`config.mk`:
```
export PLATFORM = sky130hd
export DESIGN_NAME = button_press_event_detector_flat
export DESIGN_NICKNAME = d
export VERILOG_FILES = /design/src/design/bped_pkg.sv /design/src/design/bped_if.sv /design/src/design/bped_cfg.sv /design/src/design/bped_fsm.sv /design/src/design/button_press_event_detector.sv /design/src/flat_wrapper.sv
export SDC_FILE = /design/constraint.sdc
export NUM_CORES = 1
export LEC_CHECK = 0
export BUFFER_PORTS_ARGS = -buffer_cell sky130_fd_sc_hd__buf_2
export CAP_MARGIN = 20
export CORE_UTILIZATION = 60
export CTS_BUF_LIST = sky130_fd_sc_hd__clkbuf_8
export CTS_CLUSTER_DIAMETER = 150
export DETAILED_ROUTE_END_ITERATION = 7
export PLACE_DENSITY = 0.86
export RECOVER_POWER = 25
export SLEW_MARGIN = 20
export SYNTH_ARGS = -nofsm -noshare
export SYNTH_HDL_FRONTEND = slang
export SYNTH_SLANG_ARGS = --single-unit
```
`constraint.sdc`:
```
create_clock -name clk -period 5.7 [get_ports clk]
set_input_delay 1.14 -clock clk [delete_from_list [all_inputs] [get_ports clk]]
set_output_delay 1.14 -clock clk [all_outputs]
set_load 0.1 [all_outputs]
```
`src/design/bped_pkg.sv`:
```
// -----------------------------------------------------------------------------
// bped_pkg: shared types and constants for the button press event detector
// Field widths, event codes, register indexes, reset values and the
// structs passed between the detector modules.
// -----------------------------------------------------------------------------
package bped_pkg;

  // field widths
  localparam int unsigned CntW   = 16;
  localparam int unsigned ClickW = 8;
  localparam int unsigned KindW  = 3;
  localparam int unsigned IdxW   = 3;
  localparam int unsigned DataW  = 16;

  // saturation limits
  localparam logic [CntW-1:0]   CNT_MAX   = 16'hFFFF;
  localparam logic [ClickW-1:0] CLICK_MAX = 8'hFF;

  // event codes
  localparam logic [KindW-1:0] EV_PRESS         = 3'd0;
  localparam logic [KindW-1:0] EV_MULTI_PRESS   = 3'd1;
  localparam logic [KindW-1:0] EV_RELEASE       = 3'd2;
  localparam logic [KindW-1:0] EV_LONG_PRESS    = 3'd3;
  localparam logic [KindW-1:0] EV_LONG_RELEASE  = 3'd4;
  localparam logic [KindW-1:0] EV_MULTI_RELEASE = 3'd5;

  // register indexes
  localparam logic [IdxW-1:0] REG_HOLD_LIMIT     = 3'd0;
  localparam logic [IdxW-1:0] REG_DEBOUNCE_LIMIT = 3'd1;
  localparam logic [IdxW-1:0] REG_MULTI_INTERVAL = 3'd2;
  localparam logic [IdxW-1:0] REG_ACTIVE_LEVEL   = 3'd3;
  localparam logic [IdxW-1:0] REG_KEY_ENABLE     = 3'd4;

  // register reset values
  localparam logic [CntW-1:0] HOLD_LIMIT_RST     = 16'd25;
  localparam logic [CntW-1:0] DEBOUNCE_LIMIT_RST = 16'd1;
  localparam logic [CntW-1:0] MULTI_INTERVAL_RST = 16'd15;
  localparam logic            ACTIVE_LEVEL_RST   = 1'b0;
  localparam logic            KEY_ENABLE_RST     = 1'b1;

  // configuration seen by the detector
  typedef struct packed {
    logic [CntW-1:0] hold_limit;
    logic [CntW-1:0] debounce_limit;
    logic [CntW-1:0] multi_interval;
    logic            active_level;
    logic            key_enable;
  } bped_cfg_t;

  // event produced by one tick
  typedef struct packed {
    logic              fire;
    logic [KindW-1:0]  kind;
    logic [ClickW-1:0] count;
  } bped_evt_t;

endpackage

```
`src/design/bped_if.sv`:
```
// -----------------------------------------------------------------------------
// bped_if: valid/ready channels of the button press event detector
// Key sample channel and event result channel.
// -----------------------------------------------------------------------------
interface bped_key_if;
  logic valid;
  logic ready;
  logic key_level;

  modport source (output valid, output key_level, input ready);
  modport sink   (input valid, input key_level, output ready);
endinterface

interface bped_evt_if;
  logic                          valid;
  logic                          ready;
  logic [bped_pkg::KindW-1:0]    event_kind;
  logic [bped_pkg::ClickW-1:0]   press_count;

  modport source (output valid, output event_kind, output press_count, input ready);
  modport sink   (input valid, input event_kind, input press_count, output ready);
endinterface

```
`src/design/bped_cfg.sv`:
```
// -----------------------------------------------------------------------------
// bped_cfg: configuration registers
// Write-only register file; writes to an unknown index are dropped.
// -----------------------------------------------------------------------------
module bped_cfg (
  input  logic                       clk,
  input  logic                       rst,
  input  logic                       cfg_we,
  input  logic [bped_pkg::IdxW-1:0]  cfg_index,
  input  logic [bped_pkg::DataW-1:0] cfg_data,
  output bped_pkg::bped_cfg_t        cfg
);

  // register writes
  always_ff @(posedge clk) begin
    if (rst) begin
      cfg.hold_limit     <= bped_pkg::HOLD_LIMIT_RST;
      cfg.debounce_limit <= bped_pkg::DEBOUNCE_LIMIT_RST;
      cfg.multi_interval <= bped_pkg::MULTI_INTERVAL_RST;
      cfg.active_level   <= bped_pkg::ACTIVE_LEVEL_RST;
      cfg.key_enable     <= bped_pkg::KEY_ENABLE_RST;
    end else if (cfg_we) begin
      unique case (cfg_index)
        bped_pkg::REG_HOLD_LIMIT:     cfg.hold_limit     <= cfg_data;
        bped_pkg::REG_DEBOUNCE_LIMIT: cfg.debounce_limit <= cfg_data;
        bped_pkg::REG_MULTI_INTERVAL: cfg.multi_interval <= cfg_data;
        bped_pkg::REG_ACTIVE_LEVEL:   cfg.active_level   <= cfg_data[0];
        bped_pkg::REG_KEY_ENABLE:     cfg.key_enable     <= cfg_data[0];
        default: ;
      endcase
    end
  end

endmodule

```
`src/design/bped_fsm.sv`:
```
// -----------------------------------------------------------------------------
// bped_fsm: key state machine
// Holds the pressed state and counters and works out one tick per step:
// window aging, debounce, long press and release events.
// -----------------------------------------------------------------------------
module bped_fsm (
  input  logic                clk,
  input  logic                rst,
  input  logic                step,
  input  logic                key_level,
  input  bped_pkg::bped_cfg_t cfg,
  output bped_pkg::bped_evt_t evt
);

  localparam logic ST_UNPRESSED = 1'b0;
  localparam logic ST_PRESSED   = 1'b1;

  logic                        state;
  logic [bped_pkg::CntW-1:0]   hold_count;
  logic [bped_pkg::CntW-1:0]   window_count;
  logic [bped_pkg::ClickW-1:0] click_count;
  logic                        long_seen;

  logic                        state_next;
  logic [bped_pkg::CntW-1:0]   hold_count_next;
  logic [bped_pkg::CntW-1:0]   window_count_next;
  logic [bped_pkg::ClickW-1:0] click_count_next;
  logic                        long_seen_next;

  logic                        active;
  logic [bped_pkg::CntW-1:0]   window_aged;
  logic [bped_pkg::CntW-1:0]   hold_inc;
  logic [bped_pkg::ClickW-1:0] click_aged;

  assign active = (key_level == cfg.active_level);
  assign hold_inc = (hold_count == bped_pkg::CNT_MAX) ? hold_count
                                                      : hold_count + 16'd1;

  // multi-press window aging
  always_comb begin
    window_aged = window_count;
    click_aged  = click_count;
    if (click_count != '0) begin
      window_aged = (window_count == bped_pkg::CNT_MAX) ? window_count
                                                        : window_count + 16'd1;
      if (window_aged > cfg.multi_interval) begin
        window_aged = '0;
        click_aged  = '0;
      end
    end
  end

  // tick update and event selection
  always_comb begin
    state_next        = state;
    hold_count_next   = hold_count;
    window_count_next = window_aged;
    click_count_next  = click_aged;
    long_seen_next    = long_seen;
    evt.fire          = 1'b0;
    evt.kind          = bped_pkg::EV_PRESS;
    unique case (state)
      ST_UNPRESSED: begin
        if (active) begin
          hold_count_next = hold_inc;
          if (hold_count >= cfg.debounce_limit) begin
            state_next        = ST_PRESSED;
            hold_count_next   = 16'd1;
            window_count_next = '0;
            if (click_aged != bped_pkg::CLICK_MAX) begin
              click_count_next = click_aged + 8'd1;
            end
            evt.fire = 1'b1;
            evt.kind = (click_count_next > 8'd1) ? bped_pkg::EV_MULTI_PRESS
                                                 : bped_pkg::EV_PRESS;
          end
        end
      end
      ST_PRESSED: begin
        hold_count_next = hold_inc;
        if (!active) begin
          state_next      = ST_UNPRESSED;
          hold_count_next = '0;
          evt.fire        = 1'b1;
          if (click_aged > 8'd1) begin
            evt.kind = bped_pkg::EV_MULTI_RELEASE;
          end else if (long_seen) begin
            long_seen_next = 1'b0;
            evt.kind       = bped_pkg::EV_LONG_RELEASE;
          end else begin
            evt.kind = bped_pkg::EV_RELEASE;
          end
        end else if (hold_inc == cfg.hold_limit) begin
          long_seen_next = 1'b1;
          evt.fire       = 1'b1;
          evt.kind       = bped_pkg::EV_LONG_PRESS;
        end
      end
      default: ;
    endcase
    // a disabled key sees nothing
    if (!cfg.key_enable) begin
      evt.fire = 1'b0;
    end
    evt.count = click_count_next;
  end

  // state registers
  always_ff @(posedge clk) begin
    if (rst) begin
      state        <= ST_UNPRESSED;
      hold_count   <= '0;
      window_count <= '0;
      click_count  <= '0;
      long_seen    <= 1'b0;
    end else if (step && cfg.key_enable) begin
      state        <= state_next;
      hold_count   <= hold_count_next;
      window_count <= window_count_next;
      click_count  <= click_count_next;
      long_seen    <= long_seen_next;
    end
  end

endmodule

```
`src/design/button_press_event_detector.sv`:
```
// -----------------------------------------------------------------------------
// button_press_event_detector: debounce, multi-click and long press detector
// Turns a stream of sampled key levels into press and release events.
//
//   channel  dir  payload                        transfer when
//   key      in   key_level[0]                   key.valid && key.ready
//   evt      out  event_kind[2:0], press_count   evt.valid && evt.ready
//   cfg      in   cfg_index[2:0], cfg_data[15:0] cfg_we
//
// One key sample per cycle while the result register drains; a transferred sample
// goes to the input register, then the state update loads any event into the result register.
// Reset is synchronous: counters, state and registers return to defaults.
// A waiting result does not stop intake: the input register holds one more
// sample, and key.ready drops only while both stages are full and stalled.
// -----------------------------------------------------------------------------
module button_press_event_detector (
  input  logic                       clk,
  input  logic                       rst,
  input  logic                       cfg_we,
  input  logic [bped_pkg::IdxW-1:0]  cfg_index,
  input  logic [bped_pkg::DataW-1:0] cfg_data,
  bped_key_if.sink                   key,
  bped_evt_if.source                 evt
);

  bped_pkg::bped_cfg_t cfg;
  bped_pkg::bped_evt_t tick_evt;

  logic                          stg_valid;
  logic                          stg_level;
  logic                          advance;
  logic                          res_valid;
  logic [bped_pkg::KindW-1:0]    res_kind;
  logic [bped_pkg::ClickW-1:0]   res_count;

  bped_cfg u_cfg (
    .clk       (clk),
    .rst       (rst),
    .cfg_we    (cfg_we),
    .cfg_index (cfg_index),
    .cfg_data  (cfg_data),
    .cfg       (cfg)
  );

  bped_fsm u_fsm (
    .clk       (clk),
    .rst       (rst),
    .step      (advance),
    .key_level (stg_level),
    .cfg       (cfg),
    .evt       (tick_evt)
  );

  // the staged sample moves on when the result register can take it
  assign advance   = stg_valid && (!res_valid || evt.ready);
  assign key.ready = !stg_valid || advance;

  // input register
  always_ff @(posedge clk) begin
    if (rst) begin
      stg_valid <= 1'b0;
    end else if (key.valid && key.ready) begin
      stg_valid <= 1'b1;
    end else if (advance) begin
      stg_valid <= 1'b0;
    end
  end

  always_ff @(posedge clk) begin
    if (key.valid && key.ready) begin
      stg_level <= key.key_level;
    end
  end

  // result register
  always_ff @(posedge clk) begin
    if (rst) begin
      res_valid <= 1'b0;
    end else if (advance && tick_evt.fire) begin
      res_valid <= 1'b1;
    end else if (evt.ready) begin
      res_valid <= 1'b0;
    end
  end

  always_ff @(posedge clk) begin
    if (advance && tick_evt.fire) begin
      res_kind  <= tick_evt.kind;
      res_count <= tick_evt.count;
    end
  end

  assign evt.valid       = res_valid;
  assign evt.event_kind  = res_kind;
  assign evt.press_count = res_count;

  // checks
  a_ready_low_full: assert property (@(posedge clk) disable iff (rst)
    !key.ready |-> (stg_valid && res_valid && !evt.ready))
    else $error("key ready low without a stalled result");

  a_result_from_stage: assert property (@(posedge clk) disable iff (rst)
    $rose(evt.valid) |-> $past(stg_valid))
    else $error("result appeared without a staged sample");

  a_multi_count: assert property (@(posedge clk) disable iff (rst)
    (evt.valid && (evt.event_kind == bped_pkg::EV_MULTI_PRESS ||
                   evt.event_kind == bped_pkg::EV_MULTI_RELEASE))
    |-> (evt.press_count > 8'd1))
    else $error("multi event with press count below two");

  a_press_count: assert property (@(posedge clk) disable iff (rst)
    (evt.valid && evt.event_kind == bped_pkg::EV_PRESS) |-> (evt.press_count == 8'd1))
    else $error("single press with press count other than one");

endmodule
```
`src/flat_wrapper.sv`:
```
// flat-port wrapper written by rule: the top's interface ports become plain ports
module button_press_event_detector_flat 
  (clk, rst, cfg_we, cfg_index, cfg_data, key_valid, key_key_level, key_ready, evt_valid, evt_event_kind, evt_press_count, evt_ready);
  bped_key_if key_i ();
  bped_evt_if evt_i ();
  input  logic clk;
  input  logic rst;
  input  logic cfg_we;
  input  logic [bped_pkg::IdxW-1:0] cfg_index;
  input  logic [bped_pkg::DataW-1:0] cfg_data;
  input wire logic [$bits(key_i.valid)-1:0] key_valid;
  input wire logic [$bits(key_i.key_level)-1:0] key_key_level;
  output wire logic [$bits(key_i.ready)-1:0] key_ready;
  output wire logic [$bits(evt_i.valid)-1:0] evt_valid;
  output wire logic [$bits(evt_i.event_kind)-1:0] evt_event_kind;
  output wire logic [$bits(evt_i.press_count)-1:0] evt_press_count;
  input wire logic [$bits(evt_i.ready)-1:0] evt_ready;
  assign key_i.valid = key_valid;
  assign key_i.key_level = key_key_level;
  assign key_ready = key_i.ready;
  assign evt_valid = evt_i.valid;
  assign evt_event_kind = evt_i.event_kind;
  assign evt_press_count = evt_i.press_count;
  assign evt_i.ready = evt_ready;
  button_press_event_detector u_core (.clk(clk), .rst(rst), .cfg_we(cfg_we), .cfg_index(cfg_index), .cfg_data(cfg_data), .key(key_i), .evt(evt_i));
endmodule
```
==> impl_metrics.tcl, run 1 <==
set metrics [dict create \
    synth_edf_count 12 \
    worstSetupPathType "register to register" \
    hold_start "u_core.u_cfg.cfg[29]" \
    yosysWarnings 0 \
    rr_startpoint "u_core.u_fsm.window_count[0]" \
    use_met1_pct 42.6 \
    die_y_um 106 \
    vias 6168 \
    nets 915 \
    place_hpwl_um 12700 \
    routed_wl_um 17100 \
    status "completed" \
    top_usage_layer "met2" \
    crit_fanout 10 \
    worst_slack_ns 0.366 \
    grt_pass1_vias 5745 \
    num_antenna_cells 0 \
    syn_inst 832 \
    start_kind "register" \
    hold_viol_final 0 \
    worstRegToRegCells 22 \
    drt_iter0_markers 447 \
    antenna_found_initial 0 \
    syn_area_um2 6460 \
    cts_sinks 106 \
    avgSynthCellArea_um2 7.76 \
    ant_nets 0 \
    synthFlopType "dfxtp_1" \
    clockRootBuffer "clkbuf_8" \
    first_pass_iters 8 \
    min_to "u_core.u_cfg.cfg[29]" \
    drcViolationCount 0 \
    endpoint_kind "register" \
    syn2layout_area_growth_pct 7.75 \
    async_flop_share_pct 0 \
    hold_depth 2 \
    clockBufferDepth 2 \
    met3_usage_pct 8.41 \
    power_density_nw_per_um2 203 \
    ys_seq_elements 106 \
    maxSlewHeadroom_pct 37.9 \
    grt-ovfl-total 0 \
    gr-usage-met2_pct 49.3 \
    fin_skew_ns 0.0152 \
    finalSetupTns_ns 0 \
    arrival_ns 5.65 \
    pin_count 38 \
    place_ws_ns 0.148 \
    final_common_cell "nand2_1" \
    fp-row-count 37 \
    grt_pass1_wl_um 28100 \
    cts_buffers 9 \
    setup_violations 0 \
    grt_max_degree 87 \
    finalMaxSlewViolations 0 \
    htreeDepth 3 \
    cts_tree "built" \
    grt_usage_pct 31.7 \
    layout_common_cells "nand2_1 (135), dfxtp_1 (91), a21oi_1 (86)" \
    fin_crit_ns 5.33 \
    gp_congestion 0.955 \
    worst_ir_drop_vdd_mv 0.198 \
    initial_core_util_pct 62.3 \
    leakagePower_uw 0.00250 \
    dieWidth_um 106 \
    r2r-end "u_core.u_fsm.click_count[3]" \
    io_buffers 37 \
    postCtsHoldBufs 0 \
    synth_cell_types 73 \
    syn-num-nets 894 \
    viasPerCell 6.21 \
    min_path_type "register to register" \
    required_ns 6.02 \
    fmax_ghz 0.187 \
    clk_latency_ns 0.40 \
    worst_pin_slew_ns 0.930 \
    coreArea_um2 10400 \
    clk_pin_slew_ns 0.11 \
    drive_gt1_share_pct 11.2 \
    yosysSeqAreaShare_pct 34.7 \
    rrSetupSlack_ns 0.37 \
    die-area_um2 11200 \
    fin_crit_sh_pct 93.6 \
    wire_per_inst_um 17.2 \
    max-cap-violations 0 \
]
-- routing by layer --
metal | routed length [um] | up-vias
li1 | - | 3008
met1 | 7680 | 2901
met2 | 7680 | 231
met3 | 1370 | 28
met4 | 374 | 0
met5 | 0 | -
-- cell type report --
class	count	area, um2
repair buffers	50	283
multi-input cells	621	3830
clock buffers	9	124
well taps	136	170
fillers	890	3410
flip-flops and latches	106	2250
inverters	65	244
clock inverters	7	63.8
-- per-stage QoR --
step                      hold slack, ns  area [um2]  total power [uW]  util, %  instances
after floorplan                    0.436        6460               916        -        832
after global placement             0.444        6700               966     64.6        971
after detailed placement           0.448        6700               970     64.6        971
after CTS                          0.463        6880              1420     66.4        987
after global routing               0.491        6960              1460     67.1        994
final                              0.463        6960              1420     67.1        994
-- cells in the mapped netlist, types with 6 or more instances --
| cell type | n | share of area [%] |
|---|---|---|
| nor2b_1 | 9 | 0.87 |
| a211oi_1 | 9 | 1.0 |
| nand3b_1 | 8 | 0.93 |
| xnor2_1 | 18 | 2.4 |
| o211ai_1 | 9 | 1.0 |
| edfxtp_1 | 12 | 5.6 |
| nor2_1 | 38 | 2.2 |
| dfxtp_1 | 94 | 29 |
| and2_1 | 6 | 0.58 |
| nand2b_1 | 13 | 1.3 |
| nand4_1 | 20 | 1.9 |
| xor2_1 | 7 | 0.95 |
| a21oi_1 | 86 | 6.7 |
| or3_1 | 6 | 0.58 |
| nor4_1 | 11 | 1.1 |
| ha_1 | 37 | 7.2 |
| o21ai_0 | 25 | 1.9 |
| inv_1 | 65 | 3.8 |
| nor3_1 | 17 | 1.3 |
| a31oi_1 | 14 | 1.4 |
| nand2_1 | 138 | 8.0 |
| clkbuf_1 | 28 | 1.6 |
| o22ai_1 | 10 | 0.97 |
| and3_1 | 10 | 0.97 |
| nand3_1 | 40 | 3.1 |
| buf_2 | 10 | 0.77 |
-- where the power goes --
group / total [uW] / internal, uW / switching, uW
clock network: 458 / 168 / 290
logic: 176 / 52.3 / 123
registers: 782 / 768 / 13.7
total: 1420 / 988 / 427
-- worst max-delay path, cell delays in order, from the launching register on --
cell and delay, ns:
dfxtp_4 0.40, ha_2 0.19, nand2_1 0.11, or3_1 0.38, or3_1 0.34, buf_4 0.19
mux2_1 0.34, ha_1 0.30, nor2b_1 0.13, o211ai_1 0.11, a2111o_1 0.38, o211ai_1 0.19
nand2_2 0.17, nand2_2 0.13, inv_1 0.06, ha_2 0.22, and3_1 0.20, and3_1 0.23
and3_2 0.26, nor2_1 0.11, nand3_1 0.14, or4_1 0.51, a31oi_1 0.17
-- sequential cells by signal, indices dropped and copies added, names as in the netlist --
signal	flops
u_core.evt.press_count	8
u_core.stg_valid	1
u_core.u_fsm.hold_count	16
u_core.u_fsm.click_count	8
u_core.u_fsm.state	1
u_core.stg_level	1
u_core.evt.valid	1
u_core.u_cfg.cfg	50
u_core.evt.event_kind	3
u_core.u_fsm.long_seen	1
u_core.u_fsm.window_count	16
-- worst max path at each step --
| stage | from | to | slack, ns |
|---|---|---|---|
| after floorplan | u_core.u_fsm.window_count[0] | u_core.u_fsm.click_count[3] | 0.43 |
| after global placement | u_core.u_fsm.window_count[0] | u_core.u_fsm.click_count[3] | 0.44 |
| after detailed placement | u_core.u_fsm.window_count[0] | u_core.u_fsm.click_count[3] | 0.15 |
| after CTS | u_core.u_fsm.window_count[0] | u_core.u_fsm.click_count[3] | 0.11 |
| after global routing | u_core.u_fsm.window_count[0] | u_core.u_fsm.click_count[3] | -0.02 |
| final | u_core.u_fsm.window_count[0] | u_core.u_fsm.click_count[3] | 0.37 |
-- repair_timing --
item | CTS | global route
endpoints found under the hold margin | 0 | 0
endpoints found under the setup margin | 0 | 12
setup buffers | 0 | 7
resized for setup | 0 | 11
-- logic make-up after synthesis --
kind of cell | after synthesis | share of synthesized area [%]
and+or+nand+nor | 346 | 27.2
adders and majority gates | 37 | 7.17
muxes | 6 | 0.969
DFF | 106 | 34.7
AOI/OAI and AO/OA | 207 | 20.1
buffers and inverters | 105 | 6.41
xor gates and xnor gates | 25 | 3.39
(Power assumes the default switching activity.)
==> inputs of run 2 (changes only) <==
--- a/config.mk
+++ b/config.mk
@@ -11,6 +11,7 @@
 export CTS_BUF_LIST = sky130_fd_sc_hd__clkbuf_8
 export CTS_CLUSTER_DIAMETER = 150
 export DETAILED_ROUTE_END_ITERATION = 7
+export MAX_ROUTING_LAYER = met4
 export PLACE_DENSITY = 0.86
 export RECOVER_POWER = 25
 export SLEW_MARGIN = 20
==> constraint.sdc (replaced) <==
create_clock -name clk -period 6.15 [get_ports clk]
set_input_delay 1.23 -clock clk [delete_from_list [all_inputs] [get_ports clk]]
set_output_delay 1.23 -clock clk [all_outputs]
set_load 0.1 [all_outputs]
==> run 2 against run 1 <==
  * The run now ends with max-capacitance violations, max-slew violations left
  * Worst hold slack gained 0.0011 ns
  * Clock power decreased by 2%
  * Wire length increased by 1.6%
  * Die area stayed put
  * Sequential power shrank 7.3%
  * Combinational power down 7%
  * Critical path depth is 1 higher
  * Cell count decreased by 0.60%
  * Critical path type unchanged
  * Critical endpoint unchanged
  * Largest power group unchanged
==> impl_metrics.tcl, run 2 (synthesis gave the netlist of run 1 again) <==
set metrics [dict create \
    htreeDepth 3 \
    viasPerCell 6.30 \
    vias 6227 \
    cts_tree "built" \
    fin_crit_ns 5.75 \
    grt_pass1_vias 5699 \
    required_ns 6.43 \
    cts_buffers 9 \
    clk_pin_slew_ns 0.11 \
    start_kind "register" \
    crit_chain "and4_1 -> nand4_1 -> or3_4 -> nand4_1 -> buf_4 -> nor3_1 -> xnor2_1 -> inv_1 -> ha_1 -> nand4_1 -> a2111o_1 -> o211ai_1 -> nand2_2 -> nand2_1 -> inv_1 -> ha_1 -> and3_1 -> and3_1 -> and3_1 -> nor2_1 -> nand3_1 -> or4_1 -> a31oi_1" \
    fin_skew_ns 0.00878 \
    instances_no_fill 988 \
    critPathMaxStageDelay_ns 0.55 \
    routed_wl_um 17400 \
    cp.buffers_inverters 3 \
    worst_pin_slew_ns 3.76 \
    nets 909 \
    max-cap-violations 1 \
    grt_pass1_wl_um 28400 \
    largest_reg_flops 50 \
    final_common_cell "nand2_1" \
    place_hpwl_um 12800 \
    initial_core_util_pct 62.3 \
    drt_iter0_markers 469 \
    clockRootBuffer "clkbuf_8" \
    largest_registers "u_core.u_cfg.cfg: 50 flops, u_core.u_fsm.hold_count: 16 flops, u_core.u_fsm.window_count: 16 flops" \
    fp-row-count 37 \
    clk_latency_ns 0.40 \
    grt-ovfl-total 0 \
    finalSetupTns_ns 0 \
    grt_usage_pct 33.3 \
    die_y_um 106 \
    clockBufferDepth 2 \
    grt_max_degree 87 \
    worstSetupPathType "register to register" \
    setup_violations 0 \
    rsz0062_at_grt "no" \
    endpoint_kind "register" \
    status "finished, violations left" \
    nFillCells 898 \
    crit_slowest_cell "or3_4" \
    regMostFlops "u_core.u_cfg.cfg" \
    crit_family "simple AND/OR/NAND/NOR gates" \
    fmax_ghz 0.174 \
    num_antenna_cells 0 \
    fin_crit_sh_pct 93.6 \
    ant_nets 0 \
    die-area_um2 11200 \
    wire_per_inst_um 17.6 \
    maxSlewHeadroom_pct -151 \
    finalMaxSlewViolations 87 \
    dieWidth_um 106 \
    syn2layout_area_growth_pct 7.11 \
    arrival_ns 6.03 \
    drive_gt1_share_pct 9.86 \
    power_density_nw_per_um2 193 \
    violations "max-capacitance violations, max-slew violations" \
    io_buffers 37 \
    hold_viol_final 0 \
    worst_ir_drop_vdd_mv 0.237 \
    min_path_type "register to register" \
    dp.cells 968 \
    antenna_found_initial 0 \
    gp_congestion 0.973 \
    drcViolationCount 0 \
    pin_count 38 \
    layout_common_cells "nand2_1 (137), dfxtp_1 (94), a21oi_1 (86)" \
    cts_sinks 106 \
    crit_fanout 11 \
    leakagePower_uw 0.00248 \
    first_pass_iters 7 \
    coreArea_um2 10400 \
]
## run 2: cell types whose count changed in the layout (fill, tap and decap cells not counted), sizes merged
cell,delta
buf,-7
clkbuf,+2
clkinv,-1
## run 2: final cells by class
type | instances | area [um2] | area share, %
Clock inverter | 6 | 65.1 | 0.940
Inverter | 65 | 244 | 3.53
Sequential cell | 106 | 2240 | 32.4
Tap cell | 136 | 170 | 2.46
Clock buffer | 10 | 138 | 1.99
Timing Repair Buffer | 44 | 234 | 3.38
Multi-Input combinational cell | 621 | 3820 | 55.3
## run 2: path summary, 6_finish.rpt
check | start | to | slack, ns | cells past startpoint
min | u_core.u_cfg.cfg[19] | u_core.u_cfg.cfg[19] | 0.46 | 2
max | u_core.u_fsm.window_count[3] | u_core.u_fsm.click_count[3] | 0.40 | 23
min reg2reg | u_core.u_cfg.cfg[19] | u_core.u_cfg.cfg[19] | 0.46 | 2
max reg2reg | u_core.u_fsm.window_count[3] | u_core.u_fsm.click_count[3] | 0.40 | 23
## run 2: report_power, final
part           internal [uW]  switching [uW]
logic                   48.4             115
clock network            171             276
registers                712            12.9
## run 2: timing repair
| item | in CTS | in global routing |
|---|---|---|
| hold buffers | 0 | 0 |
| gates resized for setup | 0 | 2 |
| buffers inserted | 0 | 4 |
| setup endpoints to repair | 0 | 12 |
## run 2: worst reg2reg max path: stages, from the launching register on
cell and delay (ns):
dfxtp_1 0.50, and4_1 0.30, nand4_1 0.30, or3_4 0.55, nand4_1 0.22, buf_4 0.16, nor3_1 0.04, xnor2_1 0.20
inv_1 0.06, ha_1 0.30, nand4_1 0.14, a2111o_1 0.37, o211ai_1 0.20, nand2_2 0.17, nand2_1 0.15, inv_1 0.07
ha_1 0.27, and3_1 0.23, and3_1 0.25, and3_1 0.25, nor2_1 0.11, nand3_1 0.13, or4_1 0.50, a31oi_1 0.17
## run 2: layer usage
layer / track usage [%] / up-vias / share of wire [%]
met1: 43.8 / 2921 / 44
met5: - / - / 0
li1: - / 3008 / -
met4: 10.2 / 0 / 2.4
met2: 50.0 / 263 / 45
met3: 8.66 / 35 / 9.0
## run 2: stage by stage
step	util, %	hold slack, ns	worst slack, ns	instance area [um2]	total power (uW)
2_1_floorplan	-	0.436	0.878	6460	849
3_3_place_gp	64.4	0.444	0.428	6680	896
3_5_place_dp	64.4	0.448	0.156	6680	900
4_1_cts	66.4	0.464	0.130	6880	1340
5_1_grt	66.7	0.493	0.0382	6920	1380
6_report	66.7	0.464	0.396	6920	1340
